[src/rtl/osm_pkg.sv]
// ----------------------------------------------------------------------------
// osm_pkg: shared types and constants
// Widths, operation and status codes and sequencer states of the ordered
// multiset.
// ----------------------------------------------------------------------------
package osm_pkg;

	localparam int ENTRIES = 1024;
	localparam int VAL_W   = 32;
	localparam int MULT_W  = 16;
	localparam int IDX_W   = $clog2(ENTRIES);
	localparam int CNT_W   = $clog2(ENTRIES + 1);
	localparam int SUM_W   = MULT_W + CNT_W;
	localparam int ENT_W   = VAL_W + MULT_W;

	localparam logic [2:0] MODE_INSERT = 3'd0;
	localparam logic [2:0] MODE_DELETE = 3'd1;
	localparam logic [2:0] MODE_RANK   = 3'd2;
	localparam logic [2:0] MODE_KTH    = 3'd3;
	localparam logic [2:0] MODE_PRED   = 3'd4;
	localparam logic [2:0] MODE_SUCC   = 3'd5;

	localparam logic [1:0] ST_OK      = 2'd0;
	localparam logic [1:0] ST_MISSING = 2'd1;
	localparam logic [1:0] ST_FULL    = 2'd2;

	localparam logic signed [VAL_W-1:0] SENT_HIGH = 32'sh3f3f3f3f;
	localparam logic signed [VAL_W-1:0] SENT_LOW  = 32'shcfcfcfcf;
	localparam logic [MULT_W-1:0]       MULT_MAX  = 16'hffff;

	typedef enum logic [2:0] {
		S_IDLE,
		S_RD,
		S_EV,
		S_POST,
		S_SH_RD,
		S_SH_WR,
		S_DONE
	} state_t;

	typedef struct packed {
		logic             re;
		logic [IDX_W-1:0] raddr;
		logic             we;
		logic [IDX_W-1:0] waddr;
		logic [ENT_W-1:0] wdata;
	} mem_req_t;

endpackage

[src/rtl/osm_if.sv]
// ----------------------------------------------------------------------------
// osm_in_if / osm_out_if: valid-ready channels
// Operation channel into the multiset and result channel out of it.
// ----------------------------------------------------------------------------
interface osm_in_if;
	logic               valid;
	logic               ready;
	logic [2:0]         mode;
	logic signed [31:0] operand;

	modport source (output valid, mode, operand, input ready);
	modport sink   (input valid, mode, operand, output ready);
endinterface

interface osm_out_if;
	logic               valid;
	logic               ready;
	logic signed [31:0] answer;
	logic [1:0]         status;

	modport source (output valid, answer, status, input ready);
	modport sink   (input valid, answer, status, output ready);
endinterface

[src/rtl/osm_ctrl.sv]
// ----------------------------------------------------------------------------
// osm_ctrl: multiset sequencer
// Scans the sorted entry memory, resolves each operation and shifts entries
// to open or close a slot on insert and delete.
// ----------------------------------------------------------------------------
module osm_ctrl
	import osm_pkg::*;
(
	input  logic             clk,
	input  logic             arst_n,
	osm_in_if.sink           in_ch,
	osm_out_if.source        out_ch,
	output mem_req_t         mem_req,
	input  logic [ENT_W-1:0] rdata
);

	state_t state_q, state_d;

	logic [2:0]               mode_q;
	logic signed [VAL_W-1:0]  x_q;
	logic [CNT_W-1:0]         used_q;
	logic [CNT_W-1:0]         idx_q;
	logic [CNT_W-1:0]         p_q;
	logic [SUM_W-1:0]         below_q;
	logic signed [VAL_W-1:0]  last_v_q;
	logic signed [VAL_W-1:0]  hv_q;
	logic [MULT_W-1:0]        hm_q;
	logic                     hit_q;
	logic                     found_q;
	logic signed [VAL_W-1:0]  ans_q;
	logic [1:0]               st_q;
	logic                     out_valid_q;
	logic signed [VAL_W-1:0]  out_answer_q;
	logic [1:0]               out_status_q;

	logic signed [VAL_W-1:0]  rv;
	logic [MULT_W-1:0]        rm;
	logic [SUM_W-1:0]         seen;
	logic                     ev_stop;
	logic                     ev_last;
	logic                     in_take;
	logic                     is_ins;

	assign rv      = $signed(rdata[ENT_W-1:MULT_W]);
	assign rm      = rdata[MULT_W-1:0];
	assign seen    = below_q + SUM_W'(rm);
	assign ev_last = (idx_q + CNT_W'(1)) == used_q;
	assign in_take = in_ch.valid && in_ch.ready;
	assign is_ins  = mode_q == MODE_INSERT;

	always_comb begin
		unique case (mode_q)
			MODE_KTH:  ev_stop = {{(VAL_W-SUM_W){1'b0}}, seen} >= $unsigned(x_q);
			MODE_SUCC: ev_stop = rv > x_q;
			default:   ev_stop = rv >= x_q;
		endcase
	end

	// next state
	always_comb begin
		state_d = state_q;
		unique case (state_q)
			S_IDLE: begin
				if (in_take) begin
					if (in_ch.mode > MODE_SUCC ||
					    (in_ch.mode == MODE_KTH && in_ch.operand < 32'sd1)) begin
						state_d = S_DONE;
					end else begin
						state_d = S_RD;
					end
				end
			end
			S_RD: state_d = (idx_q == used_q) ? S_POST : S_EV;
			S_EV: state_d = (ev_stop || ev_last) ? S_POST : S_RD;
			S_POST: begin
				if ((is_ins && !hit_q && used_q != CNT_W'(ENTRIES)) ||
				    (mode_q == MODE_DELETE && hit_q && hm_q == MULT_W'(1))) begin
					state_d = S_SH_RD;
				end else begin
					state_d = S_DONE;
				end
			end
			S_SH_RD: begin
				if (is_ins ? (idx_q > p_q) : (idx_q + CNT_W'(1) < used_q)) begin
					state_d = S_SH_WR;
				end else begin
					state_d = S_DONE;
				end
			end
			S_SH_WR: state_d = S_SH_RD;
			S_DONE: begin
				if (!out_valid_q || out_ch.ready) begin
					state_d = S_IDLE;
				end
			end
			default: state_d = S_IDLE;
		endcase
	end

	// outputs
	always_comb begin
		in_ch.ready   = state_q == S_IDLE;
		mem_req.re    = 1'b0;
		mem_req.raddr = idx_q[IDX_W-1:0];
		mem_req.we    = 1'b0;
		mem_req.waddr = p_q[IDX_W-1:0];
		mem_req.wdata = {hv_q, hm_q};
		unique case (state_q)
			S_RD: mem_req.re = idx_q != used_q;
			S_POST: begin
				if (hit_q && is_ins && hm_q != MULT_MAX) begin
					mem_req.we    = 1'b1;
					mem_req.wdata = {hv_q, hm_q + MULT_W'(1)};
				end else if (hit_q && mode_q == MODE_DELETE && hm_q > MULT_W'(1)) begin
					mem_req.we    = 1'b1;
					mem_req.wdata = {hv_q, hm_q - MULT_W'(1)};
				end
			end
			S_SH_RD: begin
				if (is_ins) begin
					mem_req.raddr = IDX_W'(idx_q - CNT_W'(1));
					mem_req.re    = idx_q > p_q;
					// slot opened: drop the new value in
					mem_req.we    = !(idx_q > p_q);
					mem_req.wdata = {x_q, MULT_W'(1)};
				end else begin
					mem_req.raddr = IDX_W'(idx_q + CNT_W'(1));
					mem_req.re    = idx_q + CNT_W'(1) < used_q;
				end
			end
			S_SH_WR: begin
				mem_req.we    = 1'b1;
				mem_req.waddr = idx_q[IDX_W-1:0];
				mem_req.wdata = rdata;
			end
			default: ;
		endcase
	end

	assign out_ch.valid  = out_valid_q;
	assign out_ch.answer = out_answer_q;
	assign out_ch.status = out_status_q;

	always_ff @(posedge clk or negedge arst_n) begin
		if (!arst_n) begin
			state_q     <= S_IDLE;
			used_q      <= '0;
			out_valid_q <= 1'b0;
		end else begin
			state_q <= state_d;
			if (state_q == S_DONE && (!out_valid_q || out_ch.ready)) begin
				out_valid_q <= 1'b1;
			end else if (out_valid_q && out_ch.ready) begin
				out_valid_q <= 1'b0;
			end
			unique case (state_q)
				S_SH_RD: begin
					if (is_ins && !(idx_q > p_q)) begin
						used_q <= used_q + CNT_W'(1);
					end else if (!is_ins && !(idx_q + CNT_W'(1) < used_q)) begin
						used_q <= used_q - CNT_W'(1);
					end
				end
				default: ;
			endcase
		end
	end

	always_ff @(posedge clk) begin
		unique case (state_q)
			S_IDLE: begin
				mode_q   <= in_ch.mode;
				x_q      <= in_ch.operand;
				idx_q    <= '0;
				p_q      <= '0;
				below_q  <= '0;
				hit_q    <= 1'b0;
				found_q  <= 1'b0;
				if (in_ch.mode > MODE_SUCC) begin
					st_q  <= ST_MISSING;
					ans_q <= '0;
				end else if (in_ch.mode == MODE_KTH && in_ch.operand < 32'sd1) begin
					st_q  <= ST_MISSING;
					ans_q <= SENT_LOW;
				end else begin
					st_q  <= ST_OK;
					ans_q <= '0;
				end
			end
			S_RD: begin
				if (idx_q == used_q) begin
					p_q <= used_q;
				end
			end
			S_EV: begin
				if (ev_stop) begin
					p_q     <= idx_q;
					hv_q    <= rv;
					hm_q    <= rm;
					hit_q   <= rv == x_q;
					found_q <= 1'b1;
					ans_q   <= rv;
				end else begin
					below_q  <= (mode_q == MODE_KTH) ? seen : below_q + SUM_W'(rm);
					last_v_q <= rv;
					idx_q    <= idx_q + CNT_W'(1);
					if (ev_last) begin
						p_q <= used_q;
					end
				end
			end
			S_POST: begin
				unique case (mode_q)
					MODE_INSERT: begin
						ans_q <= '0;
						if (hit_q ? (hm_q == MULT_MAX) : (used_q == CNT_W'(ENTRIES))) begin
							st_q <= ST_FULL;
						end
						idx_q <= hit_q ? p_q : used_q;
					end
					MODE_DELETE: begin
						ans_q <= '0;
						if (!hit_q) begin
							st_q <= ST_MISSING;
						end
						idx_q <= p_q;
					end
					MODE_RANK: ans_q <= VAL_W'(below_q) + 32'sd1;
					MODE_PRED: begin
						if (p_q == '0) begin
							ans_q <= SENT_LOW;
							st_q  <= ST_MISSING;
						end else begin
							ans_q <= last_v_q;
						end
					end
					default: begin
						if (!found_q) begin
							ans_q <= SENT_HIGH;
							st_q  <= ST_MISSING;
						end
					end
				endcase
			end
			S_SH_WR: idx_q <= is_ins ? idx_q - CNT_W'(1) : idx_q + CNT_W'(1);
			S_DONE: begin
				if (!out_valid_q || out_ch.ready) begin
					out_answer_q <= ans_q;
					out_status_q <= st_q;
				end
			end
			default: ;
		endcase
	end

endmodule

[src/flat_wrapper.sv]
// flat-port wrapper written by rule: the top's interface ports become plain ports
module osm_ctrl_flat import osm_pkg::*;
  (clk, arst_n, mem_req, rdata, in_ch_valid, in_ch_mode, in_ch_operand, in_ch_ready, out_ch_valid, out_ch_answer, out_ch_status, out_ch_ready);
  osm_in_if in_ch_i ();
  osm_out_if out_ch_i ();
  input  logic clk;
  input  logic arst_n;
  output mem_req_t mem_req;
  input  logic [ENT_W-1:0] rdata;
  input wire logic [$bits(in_ch_i.valid)-1:0] in_ch_valid;
  input wire logic [$bits(in_ch_i.mode)-1:0] in_ch_mode;
  input wire logic [$bits(in_ch_i.operand)-1:0] in_ch_operand;
  output wire logic [$bits(in_ch_i.ready)-1:0] in_ch_ready;
  output wire logic [$bits(out_ch_i.valid)-1:0] out_ch_valid;
  output wire logic [$bits(out_ch_i.answer)-1:0] out_ch_answer;
  output wire logic [$bits(out_ch_i.status)-1:0] out_ch_status;
  input wire logic [$bits(out_ch_i.ready)-1:0] out_ch_ready;
  assign in_ch_i.valid = in_ch_valid;
  assign in_ch_i.mode = in_ch_mode;
  assign in_ch_i.operand = in_ch_operand;
  assign in_ch_ready = in_ch_i.ready;
  assign out_ch_valid = out_ch_i.valid;
  assign out_ch_answer = out_ch_i.answer;
  assign out_ch_status = out_ch_i.status;
  assign out_ch_i.ready = out_ch_ready;
  osm_ctrl u_core (.clk(clk), .arst_n(arst_n), .in_ch(in_ch_i), .out_ch(out_ch_i), .mem_req(mem_req), .rdata(rdata));
endmodule
[config.mk]
export PLATFORM = sky130hd
export DESIGN_NAME = osm_ctrl_flat
export DESIGN_NICKNAME = d
export VERILOG_FILES = /design/src/rtl/osm_pkg.sv /design/src/rtl/osm_if.sv /design/src/rtl/osm_ctrl.sv /design/src/flat_wrapper.sv
export SDC_FILE = /design/constraint.sdc
export NUM_CORES = 1
export LEC_CHECK = 0
export BUFFER_PORTS_ARGS = -buffer_cell sky130_fd_sc_hd__buf_2
export CORE_ASPECT_RATIO = 1.25
export CORE_MARGIN = 2
export CORE_UTILIZATION = 50
export DETAILED_ROUTE_END_ITERATION = 16
export PLACE_DENSITY = 0.68
export SLEW_MARGIN = 15
export SYNTH_ARGS = -nofsm -noshare
export SYNTH_HDL_FRONTEND = slang
export SYNTH_SLANG_ARGS = --single-unit
[constraint.sdc]
create_clock -name clk -period 15.29 [get_ports clk]
set_input_delay 0.7645 -clock clk [delete_from_list [all_inputs] [get_ports clk]]
set_output_delay 0.7645 -clock clk [all_outputs]
set_load 0.02 [all_outputs]
==> impl_metrics.py <==
metrics = {
    "status": {
        "status": "complete, no violations",
    },
    "global_routing": {
        "grt_usage_pct": 28.6,
        "antenna_found_initial": 0,
        "grt_max_degree": 83,
        "grt_pass1_wl_um": 72200,
        "overflow": 0,
        "grt_pass1_vias": 12726,
    },
    "synthesis": {
        "synth_top_area_share_pct": 45.3,
        "synth_seq_area_share_pct": 47.7,
        "yosys_warnings": 0,
        "synth_ff_type": "edfxtp_1",
        "syn_avg_cell_area_um2": 10.3,
        "synth.distinct_cells": 68,
        "ys_ff_latch": 249,
        "syn_nets": 1712,
        "yosys-top-cells-area": "edfxtp_1 45%, ha_1 9.0%, o21ai_0 4.5%, a22oi_1 3.4%, a21oi_1 2.9%",
        "synth_top_cell_by_area": "edfxtp_1",
        "async_flop_share_pct": 6.02,
        "synthesis.area_mm2": 0.0155,
        "synth_edf_count": 234,
        "synthCells": 1511,
    },
    "layout": {
        "n_fill_cell": 2686,
        "final_cell_mix": "234 x edfxtp_1, 192 x buf_2, 139 x o21ai_0",
        "num-nets-final": 1873,
        "final_common_cell": "edfxtp_1",
        "syn_to_final_growth_pct": 14.6,
        "seqCellArea_mm2": 0.00740,
        "final_layout_size_suffix_gt1_share_pct": 16.3,
        "antenna_cells": 0,
        "multi_input_area_mm2": 0.00757,
    },
    "drt": {
        "routed_wl_um": 47300,
        "drtAntennaViolNets": 0,
        "vias": 13260,
        "route.detailed.drc": 0,
        "drt_iter0_markers": 1289,
        "firstDrtPassIters": 5,
        "vias_per_cell": 6.32,
        "wl_per_cell_um": 22.5,
    },
    "critical_path": {
        "start_kind": "register",
        "crit_arrival_ns": 6.96,
        "cp_max_fo": 11,
        "crit_path_end_kind": "register",
        "required_ns": 15.44,
        "r2r_start": "u_core.below_q[0]",
        "r2r_setup_slack_ns": 8.49,
        "r2r_cells": 18,
        "timing.rr.end": "u_core.idx_q[4]",
        "path_class": "register to register",
    },
    "timing": {
        "finalSetupViolCount": 0,
        "tns_ns": 0,
        "fmaxAchievable_mhz": 147,
        "final-hold-violation-count": 0,
        "timing.hold.ws_ns": 0.122,
        "tightest_slew_ns": 1.13,
        "slew_headroom_pct": 24.5,
        "fin_crit_ns": 6.80,
        "slew_violations": 0,
        "rsz0062_at_grt": "no",
        "fin_skew_ns": 0.0173,
        "period_share_pct": 44.5,
    },
    "clock_network": {
        "cts_buffer_depth": 3,
        "numCtsBuffers": 27,
        "postCtsResizedCells": 0,
        "clk_latency_ns": 0.55,
        "clock_tree.root_cell": "clkbuf_16",
        "cts.sinks": 249,
        "cts_tree": "done",
        "htreeDepth": 1,
        "path_clk_slew_ns": 0.06,
        "post_cts_buffers": 0,
        "cts_hold_buf": 0,
    },
    "power": {
        "static-leakage-power_nw": 6.95,
        "vdd_drop_max_mv": 0.123,
        "p_per_area_mw_per_mm2": 222,
        "finalPower_mw": 3.95,
    },
    "die": {
        "dieArea_mm2": 0.0325,
        "rows": 72,
        "start_util_pct": 50.4,
        "coreArea_mm2": 0.0308,
        "pin_count": 193,
        "die_y_um": 201,
        "die_w_um": 162,
    },
    "placement": {
        "routabilityCongestion": 0.948,
        "port_buffers": 192,
        "dp_hpwl_um": 35200,
    },
    "worst_hold_path": {
        "hp-class": "input port to asynchronous set/reset pin",
    },
    "run": {
        "drv_cap": 0,
    },
}
flip-flops by register name (all words and copies together) (netlist names):
name and flops:
u_core.ans_q 32, u_core.hv_q 32, u_core.last_v_q 32, u_core.out_ch.answer 32, u_core.x_q 32, u_core.below_q 27, u_core.hm_q 16, u_core.idx_q 11
u_core.p_q 11, u_core.used_q 11, u_core.mode_q 3, u_core.state_q 3, u_core.out_ch.status 2, u_core.st_q 2, u_core.found_q 1, u_core.hit_q 1
u_core.out_ch.valid 1
per-stage QoR:
| step | area (um^2) | utilization [%] | instances | setup WS [ns] |
|---|---|---|---|---|
| floorplan | 15500 | - | 1511 | 7.38 |
| global placement | 16900 | 54.8 | 2050 | 8.41 |
| detailed placement | 16900 | 54.8 | 2050 | 8.15 |
| CTS | 17800 | 57.8 | 2099 | 8.51 |
| global route | 17800 | 57.8 | 2099 | 7.98 |
| finish | 17800 | 57.8 | 2099 | 8.49 |
cells in the mapped netlist (17+ instances only):
master      n
a211oi_1   18
a21o_1     21
a21oi_1    90
a22oi_1    71
and2_1     25
clkbuf_1   75
edfxtp_1  234
ha_1      112
inv_1      77
mux2i_1    17
nand2_1   114
nand3_1    36
nand4_1    26
nor2_1     85
nor3_1     32
nor4_1     24
o21ai_0   140
xnor2_1    51
xor2_1     49
cell families after synthesis:
group	Yosys count	synth area share, %
buffers and inverters	158	3.88
adders and majority gates	114	9.28
AOI/OAI and AO/OA	467	19.4
xor gates and xnor gates	100	5.64
muxes	19	1.24
DFF	249	47.7
and+or+nand+nor	404	12.9
power breakdown:
group	total (mW)	leakage (nW)	internal, mW	switching (mW)
logic	1.91	4.08	0.695	1.22
registers	1.36	2.42	1.09	0.269
clock network	0.684	0.446	0.408	0.276
worst max-delay path, stage by stage, from the launching register on:
cell and delay (ns):
edfxtp_1 0.50, ha_1 0.26, fa_1 0.41, a21o_1 0.19, a21oi_1 0.27, o21a_1 0.17, a2111oi_0 0.06, o21ai_0 0.58
nor2b_1 0.26, xnor2_1 0.17, ha_1 0.29, a21o_1 0.20, a2111oi_0 0.38, o21ai_0 0.15, o31a_1 0.30, o311ai_0 0.76
nand2_1 0.35, o32a_1 0.25, o22ai_1 0.86
layout make-up:
type,instances,area share [%]
multi-input combinational,1104,42.5
sequential,249,41.6
timing repair buffer,211,6.20
clock buffer,31,3.88
tap,407,2.86
inverter,79,1.67
clock inverter,18,1.26
worst max-delay path by stage:
stage	from	slack (ns)	depth (start not counted)	endpoint
floorplan	rdata[0]	7.38	18	u_core.below_q[0]
global placement	rdata[0]	8.41	19	u_core.idx_q[2]
detailed placement	rdata[0]	8.15	19	u_core.idx_q[4]
CTS	u_core.below_q[0]	8.51	18	u_core.idx_q[4]
global route	u_core.below_q[0]	7.98	18	u_core.idx_q[4]
finish	u_core.below_q[0]	8.49	18	u_core.idx_q[4]
per-layer routing:
layer,GRT usage (%),wire length (um),vias up
li1,-,-,6068
met1,36.5,18500,6371
met2,48.9,23000,680
met3,3.43,3630,141
met4,12.5,2230,0
met5,0,0,-
Note: power is estimated with default switching activity, not from simulation.
